===== src/hw/rtl/pcc_pkg.sv =====
// Shared widths and transfer types for the permutation/combination counter.
package pcc_pkg;

    localparam int ARG_WIDTH    = 8;
    localparam int RESULT_WIDTH = 31;

    typedef struct packed {
        logic [ARG_WIDTH-1:0] n_value;
        logic [ARG_WIDTH-1:0] k_value;
    } pcc_in_t;

    typedef struct packed {
        logic [RESULT_WIDTH-1:0] perm_count;
        logic [RESULT_WIDTH-1:0] comb_count;
        logic                    overflow;
    } pcc_out_t;

endpackage


===== src/hw/rtl/permutation_and_combination_count_top.sv =====
// Permutation count n!/(n-k)! and binomial coefficient C(n,k), saturating.
//
// Command channel: drive operands and raise start; the pair is taken at a
// clock edge where start is high and busy is low. busy stays high while the
// sequencer works. The result comes back on result, marked by done for exactly one cycle;
// the receiver cannot stall it and must take it then.
// k = 0 or k > n raises done in the cycle after the transfer.
// Otherwise each factor goes through the shared multiplier for the running
// product, then through it for the running coefficient, then through a
// one-bit-per-cycle restoring divider that forms all RESULT_WIDTH
// quotient bits, dividing by the step count. An overflowing factor ends
// the item at its first multiply. The product is at least k! after
// k steps and 13! passes the maximum, so at most 12 factors complete at
// the default width; busy drops with done.
// A new item may start in the cycle done is high.
// Reset (rst_n low, asynchronous) returns the sequencer to idle, clears
// busy and done; no result is pending after reset.
module permutation_and_combination_count_top (
    input  logic             clk,
    input  logic             rst_n,
    input  logic             start,
    output logic             busy,
    input  pcc_pkg::pcc_in_t operands,
    output logic             done,
    output pcc_pkg::pcc_out_t result
);

    localparam int AW = pcc_pkg::ARG_WIDTH;
    localparam int RW = pcc_pkg::RESULT_WIDTH;
    localparam int CW = $clog2(RW + 1);

    typedef enum logic [1:0] {
        S_IDLE,
        S_MUL_P,
        S_MUL_C,
        S_DIV
    } state_t;

    state_t             state_reg, state_next;
    logic [AW-1:0]      n_reg, n_next;
    logic [AW-1:0]      k_reg, k_next;
    logic [AW-1:0]      step_reg, step_next;
    logic [RW-1:0]      perm_reg, perm_next;
    logic [RW-1:0]      quot_reg, quot_next;
    logic [AW-1:0]      rem_reg, rem_next;
    logic [CW-1:0]      cnt_reg, cnt_next;
    logic               done_reg, done_next;
    pcc_pkg::pcc_out_t  result_reg, result_next;

    // shared multiplier: running value times current factor
    logic [AW-1:0]      factor;
    logic [AW-1:0]      divisor;
    logic [RW-1:0]      mul_a;
    logic [RW+AW-1:0]   mul_prod;
    logic [AW:0]        rem_shift;
    logic               sub_ok;
    logic [AW:0]        rem_diff;

    assign factor   = n_reg - step_reg;
    assign divisor  = step_reg + AW'(1);
    assign mul_a    = (state_reg == S_MUL_P) ? perm_reg : quot_reg;
    assign mul_prod = {{AW{1'b0}}, mul_a} * {{RW{1'b0}}, factor};

    assign rem_shift = {rem_reg, quot_reg[RW-1]};
    assign sub_ok    = rem_shift >= {1'b0, divisor};
    assign rem_diff  = rem_shift - {1'b0, divisor};

    always_comb
    begin
        state_next  = state_reg;
        n_next      = n_reg;
        k_next      = k_reg;
        step_next   = step_reg;
        perm_next   = perm_reg;
        quot_next   = quot_reg;
        rem_next    = rem_reg;
        cnt_next    = cnt_reg;
        done_next   = 1'b0;
        result_next = result_reg;

        case (state_reg)
            S_IDLE:
            begin
                if (start)
                begin
                    n_next    = operands.n_value;
                    k_next    = operands.k_value;
                    step_next = '0;
                    perm_next = RW'(1);
                    quot_next = RW'(1);
                    if (operands.k_value > operands.n_value)
                    begin
                        result_next.perm_count = '0;
                        result_next.comb_count = '0;
                        result_next.overflow   = 1'b0;
                        done_next              = 1'b1;
                    end
                    else if (operands.k_value == '0)
                    begin
                        result_next.perm_count = RW'(1);
                        result_next.comb_count = RW'(1);
                        result_next.overflow   = 1'b0;
                        done_next              = 1'b1;
                    end
                    else
                    begin
                        state_next = S_MUL_P;
                    end
                end
            end

            S_MUL_P:
            begin
                if (mul_prod[RW+AW-1:RW] != '0)
                begin
                    // product passed the maximum: saturate both results
                    result_next.perm_count = '1;
                    result_next.comb_count = '1;
                    result_next.overflow   = 1'b1;
                    done_next              = 1'b1;
                    state_next             = S_IDLE;
                end
                else
                begin
                    perm_next  = mul_prod[RW-1:0];
                    state_next = S_MUL_C;
                end
            end

            S_MUL_C:
            begin
                // C(n,i) * f = C(n,i+1) * (i+1) never exceeds the product
                quot_next  = mul_prod[RW-1:0];
                rem_next   = '0;
                cnt_next   = CW'(RW);
                state_next = S_DIV;
            end

            S_DIV:
            begin
                quot_next = {quot_reg[RW-2:0], sub_ok};
                rem_next  = sub_ok ? rem_diff[AW-1:0] : rem_shift[AW-1:0];
                cnt_next  = cnt_reg - CW'(1);
                if (cnt_reg == CW'(1))
                begin
                    step_next = divisor;
                    if (divisor == k_reg)
                    begin
                        result_next.perm_count = perm_reg;
                        result_next.comb_count = {quot_reg[RW-2:0], sub_ok};
                        result_next.overflow   = 1'b0;
                        done_next              = 1'b1;
                        state_next             = S_IDLE;
                    end
                    else
                    begin
                        state_next = S_MUL_P;
                    end
                end
            end

            default:
            begin
                state_next = S_IDLE;
            end
        endcase
    end

    always_ff @(posedge clk or negedge rst_n)
    begin
        if (!rst_n)
        begin
            state_reg  <= S_IDLE;
            done_reg   <= 1'b0;
            n_reg      <= '0;
            k_reg      <= '0;
            step_reg   <= '0;
            perm_reg   <= '0;
            quot_reg   <= '0;
            rem_reg    <= '0;
            cnt_reg    <= '0;
            result_reg <= '0;
        end
        else
        begin
            state_reg  <= state_next;
            done_reg   <= done_next;
            n_reg      <= n_next;
            k_reg      <= k_next;
            step_reg   <= step_next;
            perm_reg   <= perm_next;
            quot_reg   <= quot_next;
            rem_reg    <= rem_next;
            cnt_reg    <= cnt_next;
            result_reg <= result_next;
        end
    end

    assign busy   = (state_reg != S_IDLE);
    assign done   = done_reg;
    assign result = result_reg;

    // a result is only presented once the sequencer is back in idle
    assert property (@(posedge clk) disable iff (!rst_n) done |-> !busy)
        else $error("done raised while busy");

    // a started item either finishes at once or keeps the sequencer busy
    assert property (@(posedge clk) disable iff (!rst_n)
        (start && !busy) |=> (done || busy))
        else $error("accepted item dropped");

    // overflow always comes with both counts saturated
    assert property (@(posedge clk) disable iff (!rst_n)
        (done && result.overflow) |->
        (result.perm_count == '1 && result.comb_count == '1))
        else $error("overflow without saturation");

    // the coefficient never exceeds the permutation count
    assert property (@(posedge clk) disable iff (!rst_n)
        done |-> (result.comb_count <= result.perm_count))
        else $error("comb_count above perm_count");

    // divider runs for a nonzero count only
    assert property (@(posedge clk) disable iff (!rst_n)
        (state_reg == S_DIV) |-> (cnt_reg != '0))
        else $error("divider count underflow");

endmodule

===== config.mk =====
export PLATFORM = sky130hd
export DESIGN_NAME = permutation_and_combination_count_top
export DESIGN_NICKNAME = d
export VERILOG_FILES = /design/src/hw/rtl/pcc_pkg.sv /design/src/hw/rtl/permutation_and_combination_count_top.sv
export SDC_FILE = /design/constraint.sdc
export NUM_CORES = 1
export LEC_CHECK = 0
export BUFFER_PORTS_ARGS = -buffer_cell sky130_fd_sc_hd__buf_2
export CAP_MARGIN = 20
export CORE_MARGIN = 1
export CORE_UTILIZATION = 40
export CTS_BUF_LIST = sky130_fd_sc_hd__clkbuf_4
export CTS_CLUSTER_DIAMETER = 80
export DETAILED_ROUTE_END_ITERATION = 8
export GPL_TIMING_DRIVEN = 0
export MAX_ROUTING_LAYER = met4
export SLEW_MARGIN = 10
export SYNTH_ARGS = -nofsm -noshare
export SYNTH_HDL_FRONTEND = slang
export SYNTH_SLANG_ARGS = --single-unit

===== constraint.sdc =====
create_clock -name clk -period 10.4 [get_ports clk]
set_input_delay 0.52 -clock clk [delete_from_list [all_inputs] [get_ports clk]]
set_output_delay 0.52 -clock clk [all_outputs]
set_load 0.1 [all_outputs]

# [Word-level counts from Yosys, hierarchy flattened]
# Cells that the tools add are included.
[totals] reg_bits=165 inputBits=19 output_inout_bits=65 word_cells=79
[classes] add_sub_neg=4 n_mul=1 n_lt_le_gt_ge=2 eq_ne=13 muxes=32 n_reduce_logical=15
[op_table] operator="$mux 63" n=6
[op_table] operator="$pmux 63 s3" n=1
[op_table] operator="$mux 31" n=3
[op_table] operator="$pmux 31 s3" n=1
[op_table] operator="$pmux 31 s2" n=1
[op_table] operator="$mul 31x8->39" n=1
[op_table] operator="$pmux 8 s2" n=2
[op_table] operator="$mux 8" n=3
[op_table] operator="$sub 8x8->8" n=2
[op_table] operator="$ne 2x2->1 const B" n=6
[op_table] operator="$mux 2" n=5
[op_table] operator="$pmux 5 s2" n=1
[op_table] operator="$ge 9x8->1" n=1
[op_table] operator="$add 8x1->8 const B" n=1
[op_table] operator="$eq 8x8->1" n=1
[op_table] operator="$gt 8x8->1" n=1
[op_table] operator="$logic_not 8->1" n=1
[op_table] operator="$pmux 2 s4" n=1
[op_table] operator="$reduce_bool 2->1" n=4
[op_table] operator="$reduce_bool 8->1" n=1
[op_table] operator="$mux 1" n=7
[op_table] operator="$reduce_and 3->1" n=2
[op_table] operator="$reduce_and 6->1" n=1
[op_table] operator="$reduce_bool 3->1" n=2
[op_table] operator="other kinds (10)" n=12

# [Depth between registers and ports, before layout]
# Gate-level depths: netlist of run 1.
[depth] ltp_word=6 depth_mapped=31 ltp_nobuf=28

# [Least setup slack after synthesis of run 1]
# OpenSTA, ideal clock, no wires.
[synth_path] path_kind="register to register" from="reg step_reg[0]" to="reg result_reg (netlist bit result[18])" setup_ns=0.143 arrival_time_ns=6.899 t_required_ns=10.257 path_slack_ns=3.358 stages_incl_launch_ff=28 n_path_buf=4 period_less_slack_ns=7.042 cell_sequence="dfrtp_1 > ha_1 > inv_1 > fa_1 > a21o_1 > a21oi_1 > o21bai_1 > a21oi_1 > xor2_1 > clkbuf_1 > nor2_1 > fa_1 > inv_1 > fa_1 > fa_1 > inv_1 > fa_1 > ha_1 > buf_2 > nand4_1 > or3_1 > and3_1 > a211oi_1 > or4b_1 > buf_2 > o31ai_4 > buf_6 > o211ai_2"
[synth_via] elab_chain_cells=5 elab_cells_between_ends=8 cone_classes="add/sub: 2; mul: 1; eq/ne: 3; reduce/logical: 2"
[synth_rtl] element="start, declared" line_no="permutation_and_combination_count_top.sv:42" source="logic [AW-1:0] step_reg, step_next;"
[synth_rtl] element="start signal, assigned" line_no="permutation_and_combination_count_top.sv:190" source="step_reg <= step_next;"
[synth_rtl] element="$sub 8x8->8" line_no="permutation_and_combination_count_top.sv:59" source="assign factor = n_reg - step_reg;"
[synth_rtl] element="$mul 31x8->39" line_no="permutation_and_combination_count_top.sv:62" source="assign mul_prod = {{AW{1'b0}}, mul_a} * {{RW{1'b0}}, factor};"
[synth_rtl] element="$reduce_bool 8->1" line_no="permutation_and_combination_count_top.sv:114" source="if (mul_prod[RW+AW-1:RW] != '0)"
[synth_rtl] element="$ne 2x1->1 (no source line)"
[synth_rtl] element="$reduce_and 6->1 (no source line) (*)"
[synth_rtl] element="end signal, assigned" line_no="permutation_and_combination_count_top.sv:195" source="result_reg <= result_next;"
[synth_rtl] element="end, declared" line_no="permutation_and_combination_count_top.sv:48" source="pcc_pkg::pcc_out_t result_reg, result_next;"
# Mark *: on every way between the ends. The rest lies on a longest branch, timed or not.
# A chain may end at the register's enable or synchronous reset.

# [Worst setup path after layout of run 1]
[layout_path] from="reg state_reg[0]" to="reg result_reg (netlist bit result[24])"
[layout_via] elab_chain_cells=6 elab_cells_between_ends=14 cone_classes="mul: 1; eq/ne: 7; mux: 2; reduce/logical: 4"
[layout_rtl] element="start, declared" line_no="permutation_and_combination_count_top.sv:39" source="state_t state_reg, state_next;"
[layout_rtl] element="start signal, assigned" line_no="permutation_and_combination_count_top.sv:186" source="state_reg <= state_next;"
[layout_rtl] element="$eq 2x1->1" line_no="permutation_and_combination_count_top.sv:61, permutation_and_combination_count_top.sv:81"
[layout_rtl] element="$mux 31" line_no="permutation_and_combination_count_top.sv:61" source="assign mul_a = (state_reg == S_MUL_P) ? perm_reg : quot_reg;"
[layout_rtl] element="$mul 31x8->39" line_no="permutation_and_combination_count_top.sv:62"
[layout_rtl] element="$reduce_bool 8->1" line_no="permutation_and_combination_count_top.sv:114"
[layout_rtl] element="$ne 2x1->1 (no source line)"
[layout_rtl] element="$reduce_and 6->1 (no source line)"
# Several ways; a longest one is shown, not always the timed one.

==> results.yml, run 1 <==
clock_network:
  clock_latency_ns: 0.62
  clk_pin_slew_ns: 0.15
  cts_made_buffers: 17
  cts_max_level: 4
  cts_tree: "yes"
  clockRootBuffer: "clkbuf_4"
  cts_sinks: 165
  cts_resized: 0
  clk_path_buf_depth: 2
synthesis:
  synth-edff-count: 0
  synth_largest_area_cell: "dfrtp_1"
  synth_seq_area_share_pct: 25.3
  yosysTopAreaCellShare_pct: 25.3
  yosys_warnings: 0
  ys_async_sr_fraction_pct: 100
  synth_area_leaders: "dfrtp_1, fa_1, ha_1, nand2_1, nor2_1"
  yosysUniqueCellTypes: 75
  ys.flop_type: "dfrtp_1"
  synth_area_sq_um: 16300
  ys_ff_latch: 165
  synth_common_cells: "nand2_1, nor2_1, fa_1, dfrtp_1, inv_1"
  syn_avg_cell_area_sq_um: 8.87
  syn-num-nets: 2119
  yosys.cell_count.top_type: "nand2_1"
  synth_cells: 1838
detailed_routing:
  dr.pass1.iters: 6
  drc: 0
  vias_per_cell: 5.48
  drt_iter0_drc: 1032
  ant_nets: 0
  dr_total_vias: 13595
  post_drt_wl_per_cell_microns: 19.4
  wl_mm: 48.0
floorplan:
  die_h_microns: 204
  num_rows: 73
  die_w_microns: 204
  core_sq_um: 39900
  start_util_pct: 40.8
  num_io_pins: 84
  die-area_sq_um: 41600
placed_design:
  dp.final_hpwl_mm: 38.6
  portBuffers: 83
  pre_cts_ws_ns: 1.41
  place_congestion: 0.975
  placed_cell_area_sq_um: 17400
critical_path:
  r2r-start: "state_reg[0]"
  r2r_slack_ns: 1.18
  crit_start: "state_reg[0]"
  endpoint_kind: "flip-flop"
  crit_end: "result[24]"
  r2r_end: "result[24]"
  critPathArrivalTime_ns: 9.70
  critPathMaxFanout: 10
  required_ns: 10.88
  reg2reg_depth: 22
  worstSetupPathType: "reg -> reg"
  startpoint_type: "flip-flop"
timing:
  setup_violations: 0
  relSlewSlack_pct: 26.1
  rsz0062_at_grt: "no"
  worst_pin_slew_ns: 1.08
  period_share_pct: 88.7
  hold_viol_final: 0
  finalSetupTns_ns: 0
  timing.final.ws_setup_ns: 1.18
  timing.fmax_mhz: 108
  fin_crit_ns: 9.22
  fin_worst_skew_ns: 0.0278
  timing.final.max_slew_violations: 0
min_path:
  worstHoldStart: "operands[2]"
  hp-class: "in -> reg"
final_layout:
  drive_gt1_share_pct: 11.4
  fillers: 3921
  largest_register_ffs: 63
  area_growth_pct: 9.34
  fin_util_pct: 44.6
  n_antenna_cell: 0
  fin_area_sq_um: 17800
  final_nets: 2223
global_route:
  grt_overflow: 0
  grt_pass1_vias: 13707
  grt_pass1_wl_mm: 76.7
  antenna_found_initial: 0
  grt_max_degree: 102
  grt_util_all_layers_pct: 24.8
outcome:
  status: "complete, no violations"
run:
  maxCapViolCount: 0
-- final cells by class --
class / count / area [sq um] / area share (%)
flip-flops and latches: 165 / 4130 / 23.2
well taps: 525 / 657 / 3.69
plain buffers: 106 / 494 / 2.77
clock inverters: 15 / 274 / 1.54
multi-input cells: 1402 / 11100 / 62.0
repair buffers: 85 / 463 / 2.60
inverters: 165 / 619 / 3.48
clock buffers: 17 / 128 / 0.716
-- worst max-delay path: stages, from the launching register on --
cell,delay (ns)
dfrtp_1,0.36
clkbuf_1,0.34
nor2b_1,0.18
clkbuf_1,0.61
clkbuf_1,0.81
mux2i_1,0.92
nor2_1,0.15
fa_1,0.54
fa_1,0.57
fa_1,0.43
fa_1,0.48
ha_1,0.37
a21oi_1,0.30
o21ai_0,0.20
a311oi_1,0.38
a211o_1,0.34
a21oi_1,0.11
a41o_1,0.20
or4b_1,0.54
buf_2,0.19
o31ai_4,0.66
buf_6,0.27
o211ai_2,0.09
-- cell families (layout without fill, tap and decap cells) --
| kind of cell | after synthesis | after routing | share of synthesized area (%) |
|---|---|---|---|
| AOI/OAI and AO/OA | 294 | 294 | 12.4 |
| adders and majority gates | 262 | 262 | 28.2 |
| DFF | 165 | 165 | 25.3 |
| buffers and inverters | 271 | 388 | 6.83 |
| muxes | 71 | 71 | 4.36 |
| and+or+nand+nor | 722 | 722 | 20.0 |
| xor gates and xnor gates | 53 | 53 | 2.85 |
-- stage by stage --
step           cells  hold WS [ns]
4_1_cts         2480        0.0848
2_1_floorplan   1838         0.224
6_report        2480         0.132
3_3_place_gp    2446         0.453
3_5_place_dp    2447         0.464
5_1_grt         2480        0.0936
-- worst min-delay path by stage --
stage / depth (start not counted) / slack, ns / endpoint
after global placement: 2 / 0.45 / result[0]
after CTS: 3 / 0.08 / k_reg[2]
after floorplan: 0 / 0.22 / async pin
after detailed placement: 2 / 0.46 / result[0]
final: 3 / 0.13 / k_reg[2]
after global routing: 3 / 0.09 / k_reg[2]
-- per-layer routing --
metal | part of all wire (%) | global-route usage (%)
met3 | 5.8 | 4.37
met2 | 49 | 40.3
met1 | 43 | 31.6
met5 | 0 | -
met4 | 2.4 | 7.04
-- repair_timing --
item,CTS,global route
setup buffers,0,0
hold buffers,1,0
endpoints found under the hold margin,64,0
endpoints found under the setup margin,0,0
-- cells in the final DEF (no fill, tap or decap), types with 60 or more instances in the layout --
master    synthesis  layout
nand2_1         264     264
nor2_1          223     223
fa_1            176     176
inv_1           165     165
dfrtp_1         165     165
o21ai_0         102     102
buf_2            12      94
ha_1             86      86
nand3_1          78      78
clkbuf_1         73      73
mux2i_1          71      71
a21oi_1          60      60
Power of run 1 is not shown: default switching activity piles up to over one toggle a cycle in this logic, so the estimate is an artifact.
==> inputs of run 2 (changes only) <==
==> constraint.sdc (replaced) <==
create_clock -name clk -period 7.7 [get_ports clk]
set_input_delay 0.385 -clock clk [delete_from_list [all_inputs] [get_ports clk]]
set_output_delay 0.385 -clock clk [all_outputs]
set_load 0.1 [all_outputs]
==> run 2 against run 1 <==
First-iteration DRC count decreased by 2.3%. Final cell count increased by 1.7%. Critical path depth increased by 7. Sequential share of layout area decreased by 1.3 points. Clock skew about the same. Largest cell class unchanged.
==> results.yml, run 2 (synthesis gave the netlist of run 1 again) <==
critical_path:
  startpoint_type: "flip-flop"
  endpoint_kind: "flip-flop"
  worstSetupPathType: "reg -> reg"
  critPathArrivalTime_ns: 7.98
  slowest_stage: "fa_1"
  cpMostUsedCell: "fa_1"
  critPathMaxFanout: 8
  cpPeakStageDelay_ns: 0.57
  required_ns: 8.24
timing:
  timing.final.ws_setup_ns: 0.258
  worst_pin_slew_ns: 1.03
  hold_viol_final: 0
  setup_violations: 0
  whs_ns: 0.0605
  timing.final.max_slew_violations: 0
  relSlewSlack_pct: 29.1
  fin_crit_ns: 7.44
  fin_worst_skew_ns: 0.0277
  period_share_pct: 96.7
  timing.fmax_mhz: 134
final_layout:
  drive_gt1_share_pct: 17.7
  final_nets: 2266
  mostFrequentLayoutCell: "nand2_1"
  mostFrequentLayoutCells: "nand2_1, nor2_1, fa_1, dfrtp_1, inv_1"
  fin_cells: 2523
  area_growth_pct: 16.1
  largest_register_ffs: 63
  fin_area_sq_um: 18900
  n_antenna_cell: 0
placed_design:
  portBuffers: 83
  placed_cell_area_sq_um: 17400
  placed_cells: 2447
  pre_cts_ws_ns: -1.29
  place_congestion: 0.975
  dp.final_hpwl_mm: 38.6
min_path:
  hp-class: "in -> reg"
detailed_routing:
  dr.pass1.iters: 5
  vias_per_cell: 5.50
  drc: 0
  ant_nets: 0
  dr_total_vias: 13870
  drt_iter0_drc: 1008
  wl_mm: 49.2
  post_drt_wl_per_cell_microns: 19.5
global_route:
  grt_max_degree: 102
  grt_util_all_layers_pct: 25.2
  grt_pass1_vias: 14078
  antenna_found_initial: 0
  grt_pass1_wl_mm: 77.9
  grt_overflow: 0
clock_network:
  cts_tree: "yes"
  cts_made_buffers: 17
  clock_latency_ns: 0.62
  clk_path_buf_depth: 2
  cts_max_level: 4
  clockRootBuffer: "clkbuf_4"
  clk_pin_slew_ns: 0.14
  cts_sinks: 165
floorplan:
  die_h_microns: 204
  die-area_sq_um: 41600
  num_rows: 73
  die_w_microns: 204
  start_util_pct: 40.8
  core_sq_um: 39900
  num_io_pins: 84
run:
  maxCapViolCount: 0
outcome:
  status: "complete, no violations"
-- run 2: cell types whose count changed in the layout (fill, tap and decap cells not counted), sizes merged --
cell         before  now
dlygate4sd3       1   10
clkbuf           92   89
buf             115  152
-- run 2: stage by stage --
stage                     util (%)  setup TNS [ns]
final                         47.4               0
after global routing          47.4         -0.0710
after CTS                     46.5               0
after detailed placement      43.6         -116.51
after global placement        43.5         -114.51
after floorplan                  -               0
-- run 2: cell type report --
cell class | instances | area (sq um)
Fill cell | 3852 | 21000
Multi-Input combinational cell | 1402 | 11600
Sequential cell | 165 | 4130
Timing Repair Buffer | 130 | 900
Tap cell | 525 | 657
Buffer | 104 | 622
Inverter | 165 | 619
Clock inverter | 15 | 274
Clock buffer | 17 | 128
-- run 2: routing by layer --
layer / global-route usage, % / up-vias / part of all wire, %
met2: 41.4 / 409 / 50
met1: 31.6 / 7037 / 43
met4: 7.47 / 0 / 2.3
met3: 4.46 / 68 / 5.6
li1: - / 6356 / -
met5: - / - / 0
-- run 2: worst max-delay path: cells and delay by family (launching register included) --
family / cells / cell delay, ns
buffers and inverters: 5 / 0.79
multiplexers: 1 / 0.21
XOR/XNOR: 1 / 0.16
adder cells (fa/ha/maj): 6 / 2.67
AND/OR/NAND/NOR: 7 / 1.53
AO/OA/AOI/OAI: 9 / 1.56
flip-flops: 1 / 0.44
-- run 2: repair_timing --
action,CTS,global route
pin swaps,14,29
hold endpoints to repair,73,0
setup buffers,22,12
cloned,0,3
setup endpoints to repair,99,98
hold buffers,10,0
gates resized for setup,111,63
-- run 2: path summary, 6_finish.rpt --
check,from,to,slack (ns),cells after the start
min,operands[14],n_reg[6],0.06,3
max,n_reg[1],perm_reg[23],0.26,29
max reg2reg,n_reg[1],perm_reg[23],0.26,29
min in group asynchronous,rst_n,result[35],0.27,2
min reg2reg,result[0],result[0],0.49,2
max in group asynchronous,rst_n,step_reg[2],6.48,3
Power of run 2 is left out for the same reason.
